<file path="src/rtl/pcwm_ptr_mem.sv">
// Per-channel ring pointer store: {full flag, write position} per channel.
// Registered read; per-entry valid bits make unwritten entries read as zero.
module pcwm_ptr_mem #(
	parameter int unsigned DEPTH = 64,
	parameter int unsigned CW    = 6,
	parameter int unsigned DW    = 4
) (
	input  logic          clk,
	input  logic          arst_n,
	input  logic          wr_en,
	input  logic [CW-1:0] wr_addr,
	input  logic [DW-1:0] wr_data,
	input  logic          rd_en,
	input  logic [CW-1:0] rd_addr,
	output logic [DW-1:0] rd_data
);
	logic [DW-1:0]    mem [DEPTH];
	logic [DEPTH-1:0] vld_q;
	logic [DW-1:0]    rd_data_q;
	logic             rd_vld_q;

	always_ff @(posedge clk) begin
		if (wr_en) begin
			mem[wr_addr] <= wr_data;
		end
		if (rd_en) begin
			rd_data_q <= mem[rd_addr];
		end
	end

	always_ff @(posedge clk or negedge arst_n) begin
		if (!arst_n) begin
			vld_q    <= '0;
			rd_vld_q <= 1'b0;
		end else begin
			if (wr_en) begin
				vld_q[wr_addr] <= 1'b1;
			end
			if (rd_en) begin
				rd_vld_q <= vld_q[rd_addr];
			end
		end
	end

	// never-written channel: position 0, ring not yet full
	assign rd_data = rd_vld_q ? rd_data_q : '0;

endmodule

</file>
<file path="config.mk">
export PLATFORM = sky130hd
export DESIGN_NAME = pcwm_ptr_mem
export DESIGN_NICKNAME = d
export VERILOG_FILES = /design/src/rtl/pcwm_ptr_mem.sv
export SDC_FILE = /design/constraint.sdc
export NUM_CORES = 1
export LEC_CHECK = 0
export BUFFER_PORTS_ARGS = -buffer_cell sky130_fd_sc_hd__buf_2
export CAP_MARGIN = 20
export CORE_AREA = 2 2 154 171
export CTS_CLUSTER_SIZE = 40
export DETAILED_ROUTE_END_ITERATION = 10
export DIE_AREA = 0 0 156 173
export PLACE_DENSITY = 0.67
export REMOVE_ABC_BUFFERS = 1
export SLEW_MARGIN = 20
export SYNTH_ARGS = -nofsm -noshare
export SYNTH_HDL_FRONTEND = slang
export SYNTH_SLANG_ARGS = --single-unit
</file>
<file path="constraint.sdc">
create_clock -name clk -period 2.1 [get_ports clk]
set_input_delay 0.21 -clock clk [delete_from_list [all_inputs] [get_ports clk]]
set_output_delay 0.21 -clock clk [all_outputs]
set_load 0.02 [all_outputs]
</file>
==> results of run 1 <==
==> cells by family after synthesis <==
kind of cell	after synthesis
AOI/OAI and AO/OA	51
buffers and inverters	37
DFF	325
muxes	89
and+or+nand+nor	216
==> cells in the mapped netlist (all sizes together) <==
library cell	instances	area share, %
edfxtp	260	60
mux4	72	13
nor2	70	2.0
dfrtp	65	13
or2	65	3.1
a22oi	27	1.6
nand2	21	0.61
nand3	21	0.81
buf	19	1.2
clkbuf	16	0.46
mux2i	11	0.85
nor2b	11	0.53
a21oi	10	0.42
a31oi	7	0.34
mux2	6	0.52
and2	5	0.24
nand2b	5	0.24
and4	3	0.20
nand4	3	0.14
a32oi	2	0.14
and3	2	0.097
inv	2	0.058
nand3b	2	0.12
nor3	2	0.077
nor3b	2	0.12
or3b	2	0.14
a2111oi	1	0.068
a211oi	1	0.058
a22o	1	0.068
a311oi	1	0.068
nand4b	1	0.068
o211ai	1	0.097
or3	1	0.048
==> cells in the final DEF (no fill, tap or decap), drive strengths merged <==
cell type,netlist,routed
buf,19,113
clkinv,0,3
edfxtp,260,260
and4,3,3
o211ai,1,1
nor3b,2,2
mux4,72,72
a22o,1,1
a211oi,1,1
and3,2,2
nor3,2,2
nand3b,2,2
or3,1,1
diode,0,1
and2,5,5
nand2b,5,5
a31oi,7,7
mux2i,11,11
nand3,21,21
or3b,2,2
nand4,3,3
nor2,70,70
mux2,6,6
a311oi,1,1
a32oi,2,2
nand2,21,21
a21oi,10,10
bufinv,0,2
dlygate4sd3,0,2
clkbuf,16,50
dfrtp,65,65
nand4b,1,1
a2111oi,1,1
inv,2,4
nor2b,11,11
a22oi,27,27
or2,65,65
==> worst max-delay path: stages, from the launching register on <==
cell,delay [ps]
edfxtp_1,360
mux4_2,510
a22oi_1,210
nand2_1,120
a211oi_1,260
a21oi_1,80
==> flip-flops by register name, indices dropped and copies added, names as in the netlist <==
signal and flops:
vld_q 64, rd_data_q 4, mem 256, rd_vld_q 1
==> stage by stage <==
stage          util [%]  power (mW)  hold slack, ps  TNS, ps
4_1_cts            59.9        14.1             152        0
3_5_place_dp       55.7        8.61             192    -8.31
3_3_place_gp       55.7        8.57             183    -47.5
6_report           59.9        14.0             150        0
2_1_floorplan         -        8.05           -85.6        0
5_1_grt            59.9        14.4             164        0
==> power groups by stage <==
| stage | clock network [mW] | registers (mW) | logic (mW) |
|---|---|---|---|
| 4_1_cts | 5.59 | 7.38 | 1.11 |
| 3_3_place_gp | 0 | 7.49 | 1.07 |
| 6_report | 5.52 | 7.39 | 1.10 |
| 5_1_grt | 5.83 | 7.41 | 1.19 |
| 2_1_floorplan | 0 | 7.45 | 0.594 |
| 3_5_place_dp | 0 | 7.51 | 1.10 |
==> layer usage <==
metal | vias up | track usage [%] | wire length (um)
met5 | - | 0 | 0
met4 | 0 | 5.81 | 628
met3 | 41 | 4.46 | 2220
met2 | 238 | 36.4 | 14300
met1 | 3575 | 30.9 | 12100
li1 | 3026 | - | -
==> area by class of cell <==
cell class / count / share of cell area [%]
antenna: 1 / 0.0166
tap: 315 / 2.62
clock buffer: 50 / 6.17
inverter: 2 / 0.0499
timing repair buffer: 115 / 5.91
sequential: 325 / 62.7
multi-input combinational: 356 / 21.9
clock inverter: 7 / 0.599
==> how the worst max path moves through the flow <==
stage / end / slack [ps] / cells past startpoint
finish: rd_data_q[2] / 320 / 5
global route: rd_data_q[2] / 220 / 5
CTS: rd_data_q[2] / 320 / 5
detailed placement: rd_data_q[2] / -8 / 6
global placement: rd_data_q[2] / -50 / 7
floorplan: rd_data_q[2] / 550 / 5
==> what timing repair did <==
| action | CTS | global route |
|---|---|---|
| hold buffers | 2 | 0 |
| endpoints found under the hold margin | 19 | 0 |
| setup buffers | 0 | 0 |
==> impl_metrics.tcl, run 1 <==
set metrics [dict create \
    synthMuxAreaShare_pct 13.9 \
    wl_per_cell_um 25.0 \
    power_switching_mw 2.99 \
    crit_path_end_kind "flip-flop" \
    hold_path.class "primary input to async pin" \
    crit_path_max_fanout 1 \
    max_freq_mhz 561 \
    fin_area_sq_mm 0.0150 \
    synth_top_family_by_area "multiplexers" \
    setup_slack_ps 316 \
    pwr-share-comb_pct 7.9 \
    core-area_sq_mm 0.0251 \
    initial_utilization_pct 51.6 \
    vias_per_cell 5.88 \
    cts_buffers 31 \
    synthAdderAreaFrac_pct 0 \
    layout-drive-gt1-share_pct 36.1 \
    r2r_setup_slack_ps 320 \
    vias 6880 \
    netlist_area_sq_mm 0.0129 \
    drtPass1Iterations 7 \
    grt_pass1_vias 7265 \
    clk_pin_slew_ps 60 \
    track_usage_pct 22.2 \
    fp.dieW_um 156 \
    clock_skew_ps 17.6 \
    ir_drop_uv 671 \
    numPlacedInstances 1111 \
    dieHeight_um 173 \
    rr_endpoint "rd_data_q[2]" \
    root_buffer "clkbuf_16" \
    cts_resized 0 \
    drc 0 \
    synth_compound_area_share_pct 2.89 \
    status "finished, final reports clean" \
    postSynthCellCount 718 \
    maxCapViolations 0 \
    synth-simple-area-share_pct 8.63 \
    gp_congestion 0.867 \
    dpl_cell_area_sq_mm 0.0140 \
    hold_violations 0 \
    synth_xor_area_share_pct 0 \
    layout_min_cycle_time_ps 1780 \
    std_cell_rows 61 \
    drt_iter0_markers 637 \
    required_ps 2390 \
    tightest_slew_ps 1050 \
    ff2ff_path_depth 5 \
    antenna_left 0 \
    dieArea_sq_mm 0.0270 \
    cts_tree "done" \
    fin_nets 851 \
    startpoint "mem[35][2]" \
    register_area_sq_mm 0.00943 \
    rsz0062_at_grt "false" \
    cts_buffer_depth 3 \
    synthToLayoutAreaGrowth_pct 16.1 \
    fin_crit_sh_pct 84.9 \
    dp_hpwl_mm 20.1 \
    switching_share_pct 21.3 \
    timing.rr.start "mem[35][2]" \
    path_class "flip-flop to flip-flop" \
    slew_viol_final 0 \
    p_int_mw 11.0 \
    num_io_pins 24 \
    grt_max_degree 40 \
    overflow 0 \
    dp_slack_ps -8.31 \
    setup_violations 0 \
    wl_mm 29.2 \
    clk_latency_ps 550 \
    grt_pass1_wl_mm 44.4 \
    ys_seq_area_share_pct 72.9 \
    fin_cells 1171 \
    syn_area_per_cell_sq_um 18.0 \
    startpoint_type "flip-flop" \
    seqPwrFrac_pct 52.7 \
    cts_max_level 1 \
    yosys.cell_types.count 41 \
    worstPathArrival_ps 2070 \
    power.density_mw_per_mm2 932 \
    multi_input_area_sq_mm 0.00329 \
    io_buffer_count 23 \
    ys_ff_latch 325 \
    ys_warn_count 0 \
    p_leak_nw 5.40 \
    slew_headroom_pct 29.8 \
    clock_sinks 325 \
    antenna_found_initial 1 \
    n_fill_cell 1781 \
    p_clk_share_pct 39.4 \
]
(Power assumes the default switching activity.)
==> run 2, diff against run 1 <==
--- a/config.mk
+++ b/config.mk
@@ -5,12 +5,13 @@
 export SDC_FILE = /design/constraint.sdc
 export NUM_CORES = 1
 export LEC_CHECK = 0
+export ABC_AREA = 1
 export BUFFER_PORTS_ARGS = -buffer_cell sky130_fd_sc_hd__buf_2
 export CAP_MARGIN = 20
-export CORE_AREA = 2 2 154 171
+export CORE_AREA = 2 2 157 174
 export CTS_CLUSTER_SIZE = 40
 export DETAILED_ROUTE_END_ITERATION = 10
-export DIE_AREA = 0 0 156 173
+export DIE_AREA = 0 0 159 176
 export PLACE_DENSITY = 0.67
 export REMOVE_ABC_BUFFERS = 1
 export SLEW_MARGIN = 20
==> constraint.sdc (replaced) <==
create_clock -name clk -period 1.8 [get_ports clk]
set_input_delay 0.18 -clock clk [delete_from_list [all_inputs] [get_ports clk]]
set_output_delay 0.18 -clock clk [all_outputs]
set_load 0.02 [all_outputs]
==> run 2 against run 1 <==
Via count grew 35%. Global-route usage up 1.7 points. Clock-buffer cell count stayed put. Routed wire length rose by 14%. Core utilization increased by 0.59 points. Combinational power increased by 33%. First-iteration DRC count rose by 22%. Sequential share of layout area down 2.9 points. Sequential power rose by 16%. Die area rose by 3.7%. Largest power group unchanged.
==> impl_metrics.tcl, run 2 <==
set metrics [dict create \
    io_buffer_count 23 \
    hold_violations 0 \
    yosys.cell_types.count 24 \
    cts_buffers 35 \
    netlist_area_sq_mm 0.0134 \
    synth_most_common_cell "edfxtp_1" \
    ys_warn_count 0 \
    fin_area_sq_mm 0.0158 \
    synthTopCellsByCount "260 x edfxtp_1, 209 x nand2_1, 164 x nor2_1, 109 x nand3_1" \
    slew_headroom_pct 61.1 \
    reg_top3 "mem: 256 flops, vld_q: 64 flops, rd_data_q: 4 flops" \
    worstPathArrival_ps 1820 \
    antenna_found_initial 1 \
    vias_per_cell 5.63 \
    track_usage_pct 23.9 \
    fp.dieW_um 159 \
    numPlacedInstances 1581 \
    clock_sinks 325 \
    p_clk_share_pct 41.2 \
    std_cell_rows 62 \
    switching_share_pct 22.7 \
    synth_top_cell_area_share_pct 58.1 \
    cts_max_level 2 \
    ys_ff_latch 325 \
    synth_edf_count 260 \
    synth_top_family_by_area "simple AND/OR/NAND/NOR gates" \
    antenna_left 0 \
    setup_violations 0 \
    power_switching_mw 3.89 \
    fin_nets 1288 \
    wl_per_cell_um 20.1 \
    initial_utilization_pct 51.5 \
    crit_top_cell "nand2_1" \
    synth-simple-area-share_pct 18.2 \
    synthMuxAreaShare_pct 0 \
    synth_compound_area_share_pct 7.64 \
    syn_area_per_cell_sq_um 11.4 \
    status "finished, final reports clean" \
    power.density_mw_per_mm2 1090 \
    core-area_sq_mm 0.0261 \
    hold_ws_ps 102 \
    p_leak_nw 6.07 \
    path_class "flip-flop to flip-flop" \
    postSynth.asyncResetShare_pct 20.0 \
    n_fill_cell 2125 \
    cpLargestDelayFamily "simple AND/OR/NAND/NOR gates" \
    mostFrequentLayoutCell "edfxtp_1" \
    clock_skew_ps 17.0 \
    final_cell_mix "260 x edfxtp_1, 209 x nand2_1, 164 x nor2_1" \
    pwr-share-comb_pct 8.5 \
    wl_mm 33.2 \
    clk_latency_ps 520 \
    synthToLayoutAreaGrowth_pct 17.3 \
    maxCapViolations 0 \
    dieHeight_um 176 \
    vias 9281 \
    grt_pass1_wl_mm 51.4 \
    rsz0062_at_grt "false" \
    hold_path.class "primary input to flip-flop" \
    seqPwrFrac_pct 50.3 \
    layout_min_cycle_time_ps 1570 \
    overflow 0 \
    setup-tns-final_ps 0 \
    tightest_slew_ps 581 \
    crit_path_max_fanout 1 \
    largest_reg_flops 256 \
    post-cts-setup-buffer-count 0 \
    cp_cell_sequence "o21ai_0 > o22ai_1 > nand2_1 > nand2_1 > nand2_1 > nand3_1 > nand3_1 > nand2_1" \
    ir_drop_uv 915 \
    max_stage_delay_ps 350 \
    cts_buffer_depth 3 \
    slowest_stage "edfxtp_1" \
    fin_cells 1648 \
    synthFlopType "edfxtp_1" \
    regMostFlops "mem" \
    ys_seq_area_share_pct 70.2 \
    layout-drive-gt1-share_pct 18.3 \
    grt_max_degree 65 \
    required_ps 2050 \
    synth_xor_area_share_pct 0 \
    path_buf_inv 0 \
    cts_tree "done" \
    dieArea_sq_mm 0.0280 \
    postSynthCellCount 1178 \
    max_freq_mhz 639 \
    slew_viol_final 0 \
    drc 0 \
    dp_slack_ps 14.4 \
    crit_path_end_kind "flip-flop" \
    dp_hpwl_mm 20.5 \
    drtPass1Iterations 5 \
    clk_pin_slew_ps 60 \
    dpl_cell_area_sq_mm 0.0146 \
    gp_congestion 0.884 \
    synth_area_leader_cell "edfxtp_1" \
    setup_slack_ps 234 \
    synthAdderAreaFrac_pct 0 \
    drt_iter0_markers 777 \
    num_io_pins 24 \
    root_buffer "clkbuf_16" \
    startpoint_type "flip-flop" \
    synth_area_leaders "edfxtp_1 58%, dfrtp_1 12%, nand2_1 5.8%" \
    cts_resized 0 \
    grt_pass1_vias 9129 \
    cts_hold_buf 2 \
    p_int_mw 13.2 \
    fin_crit_sh_pct 87.0 \
]
==> run 2: changes by cell type after synthesis, sizes merged, moves of 7 or more <==
cell / delta
o21ai: +124
nor4: +8
a22oi: -27
nor2b: -11
mux4: -72
inv: +25
nand3: +88
mux2i: -11
a31oi: -7
nor2: +94
nand2: +188
o22ai: +52
buf: +30
==> run 2: final cells by class <==
class	instances	area [sq um]	area share, %
Antenna cell	1	2.50	0.0159
Multi-Input combinational cell	755	3470	22.0
Timing Repair Buffer	122	1160	7.34
Inverter	29	111	0.707
Tap cell	352	440	2.79
Clock inverter	14	139	0.881
Sequential cell	325	9430	59.9
Clock buffer	50	1000	6.37
==> run 2: worst reg2reg max path, delay by kind of cell (launching register included) <==
family,cells,cell delay (ps)
AOI/OAI and AO/OA,2,340
and+or+nand+nor,6,610
DFF,1,350
==> run 2: cells by family (layout without fill, tap and decap cells) <==
group | after synthesis | count (layout)
other | 0 | 1
AOI/OAI and AO/OA | 192 | 192
DFF | 325 | 325
buffers and inverters | 98 | 215
and+or+nand+nor | 563 | 563
==> run 2: worst paths after layout <==
check / from / endpoint / slack [ps] / cells past startpoint
worst max-delay path: mem[54][0] / rd_data_q[0] / 230 / 8
worst max register to register: mem[54][0] / rd_data_q[0] / 230 / 8
worst min-delay path: rd_addr[5] / rd_data_q[3] / 100 / 3
worst min register to register: vld_q[10] / vld_q[10] / 470 / 1
max in group asynchronous: arst_n / vld_q[15] / 1040 / 3
min in group asynchronous: arst_n / vld_q[52] / 120 / 2
==> run 2: metal layers <==
metal / share of wire, % / vias up / wire, um / global-route usage (%)
met2: 49 / 379 / 16400 / 40.9
met4: 2.9 / 0 / 960 / 8.86
li1: - / 4314 / - / -
met1: 41 / 4518 / 13700 / 31.5
met5: 0 / - / 0 / 0
met3: 6.7 / 70 / 2210 / 3.50
==> run 2: stage by stage <==
stage | util, % | power, mW
final | 60.5 | 17.1
after detailed placement | 56.0 | 10.2
after floorplan | - | 9.46
after global routing | 60.5 | 17.7
after CTS | 60.5 | 17.2
after global placement | 56.0 | 10.2
==> run 2: power by group through the flow <==
| stage | Clock [mW] | Sequential, mW | Combinational (mW) |
|---|---|---|---|
| 2_1_floorplan | 0 | 8.70 | 0.755 |
| 3_3_place_gp | 0 | 8.75 | 1.42 |
| 4_1_cts | 7.14 | 8.60 | 1.46 |
| 6_report | 7.05 | 8.60 | 1.46 |
| 3_5_place_dp | 0 | 8.75 | 1.45 |
| 5_1_grt | 7.41 | 8.64 | 1.60 |
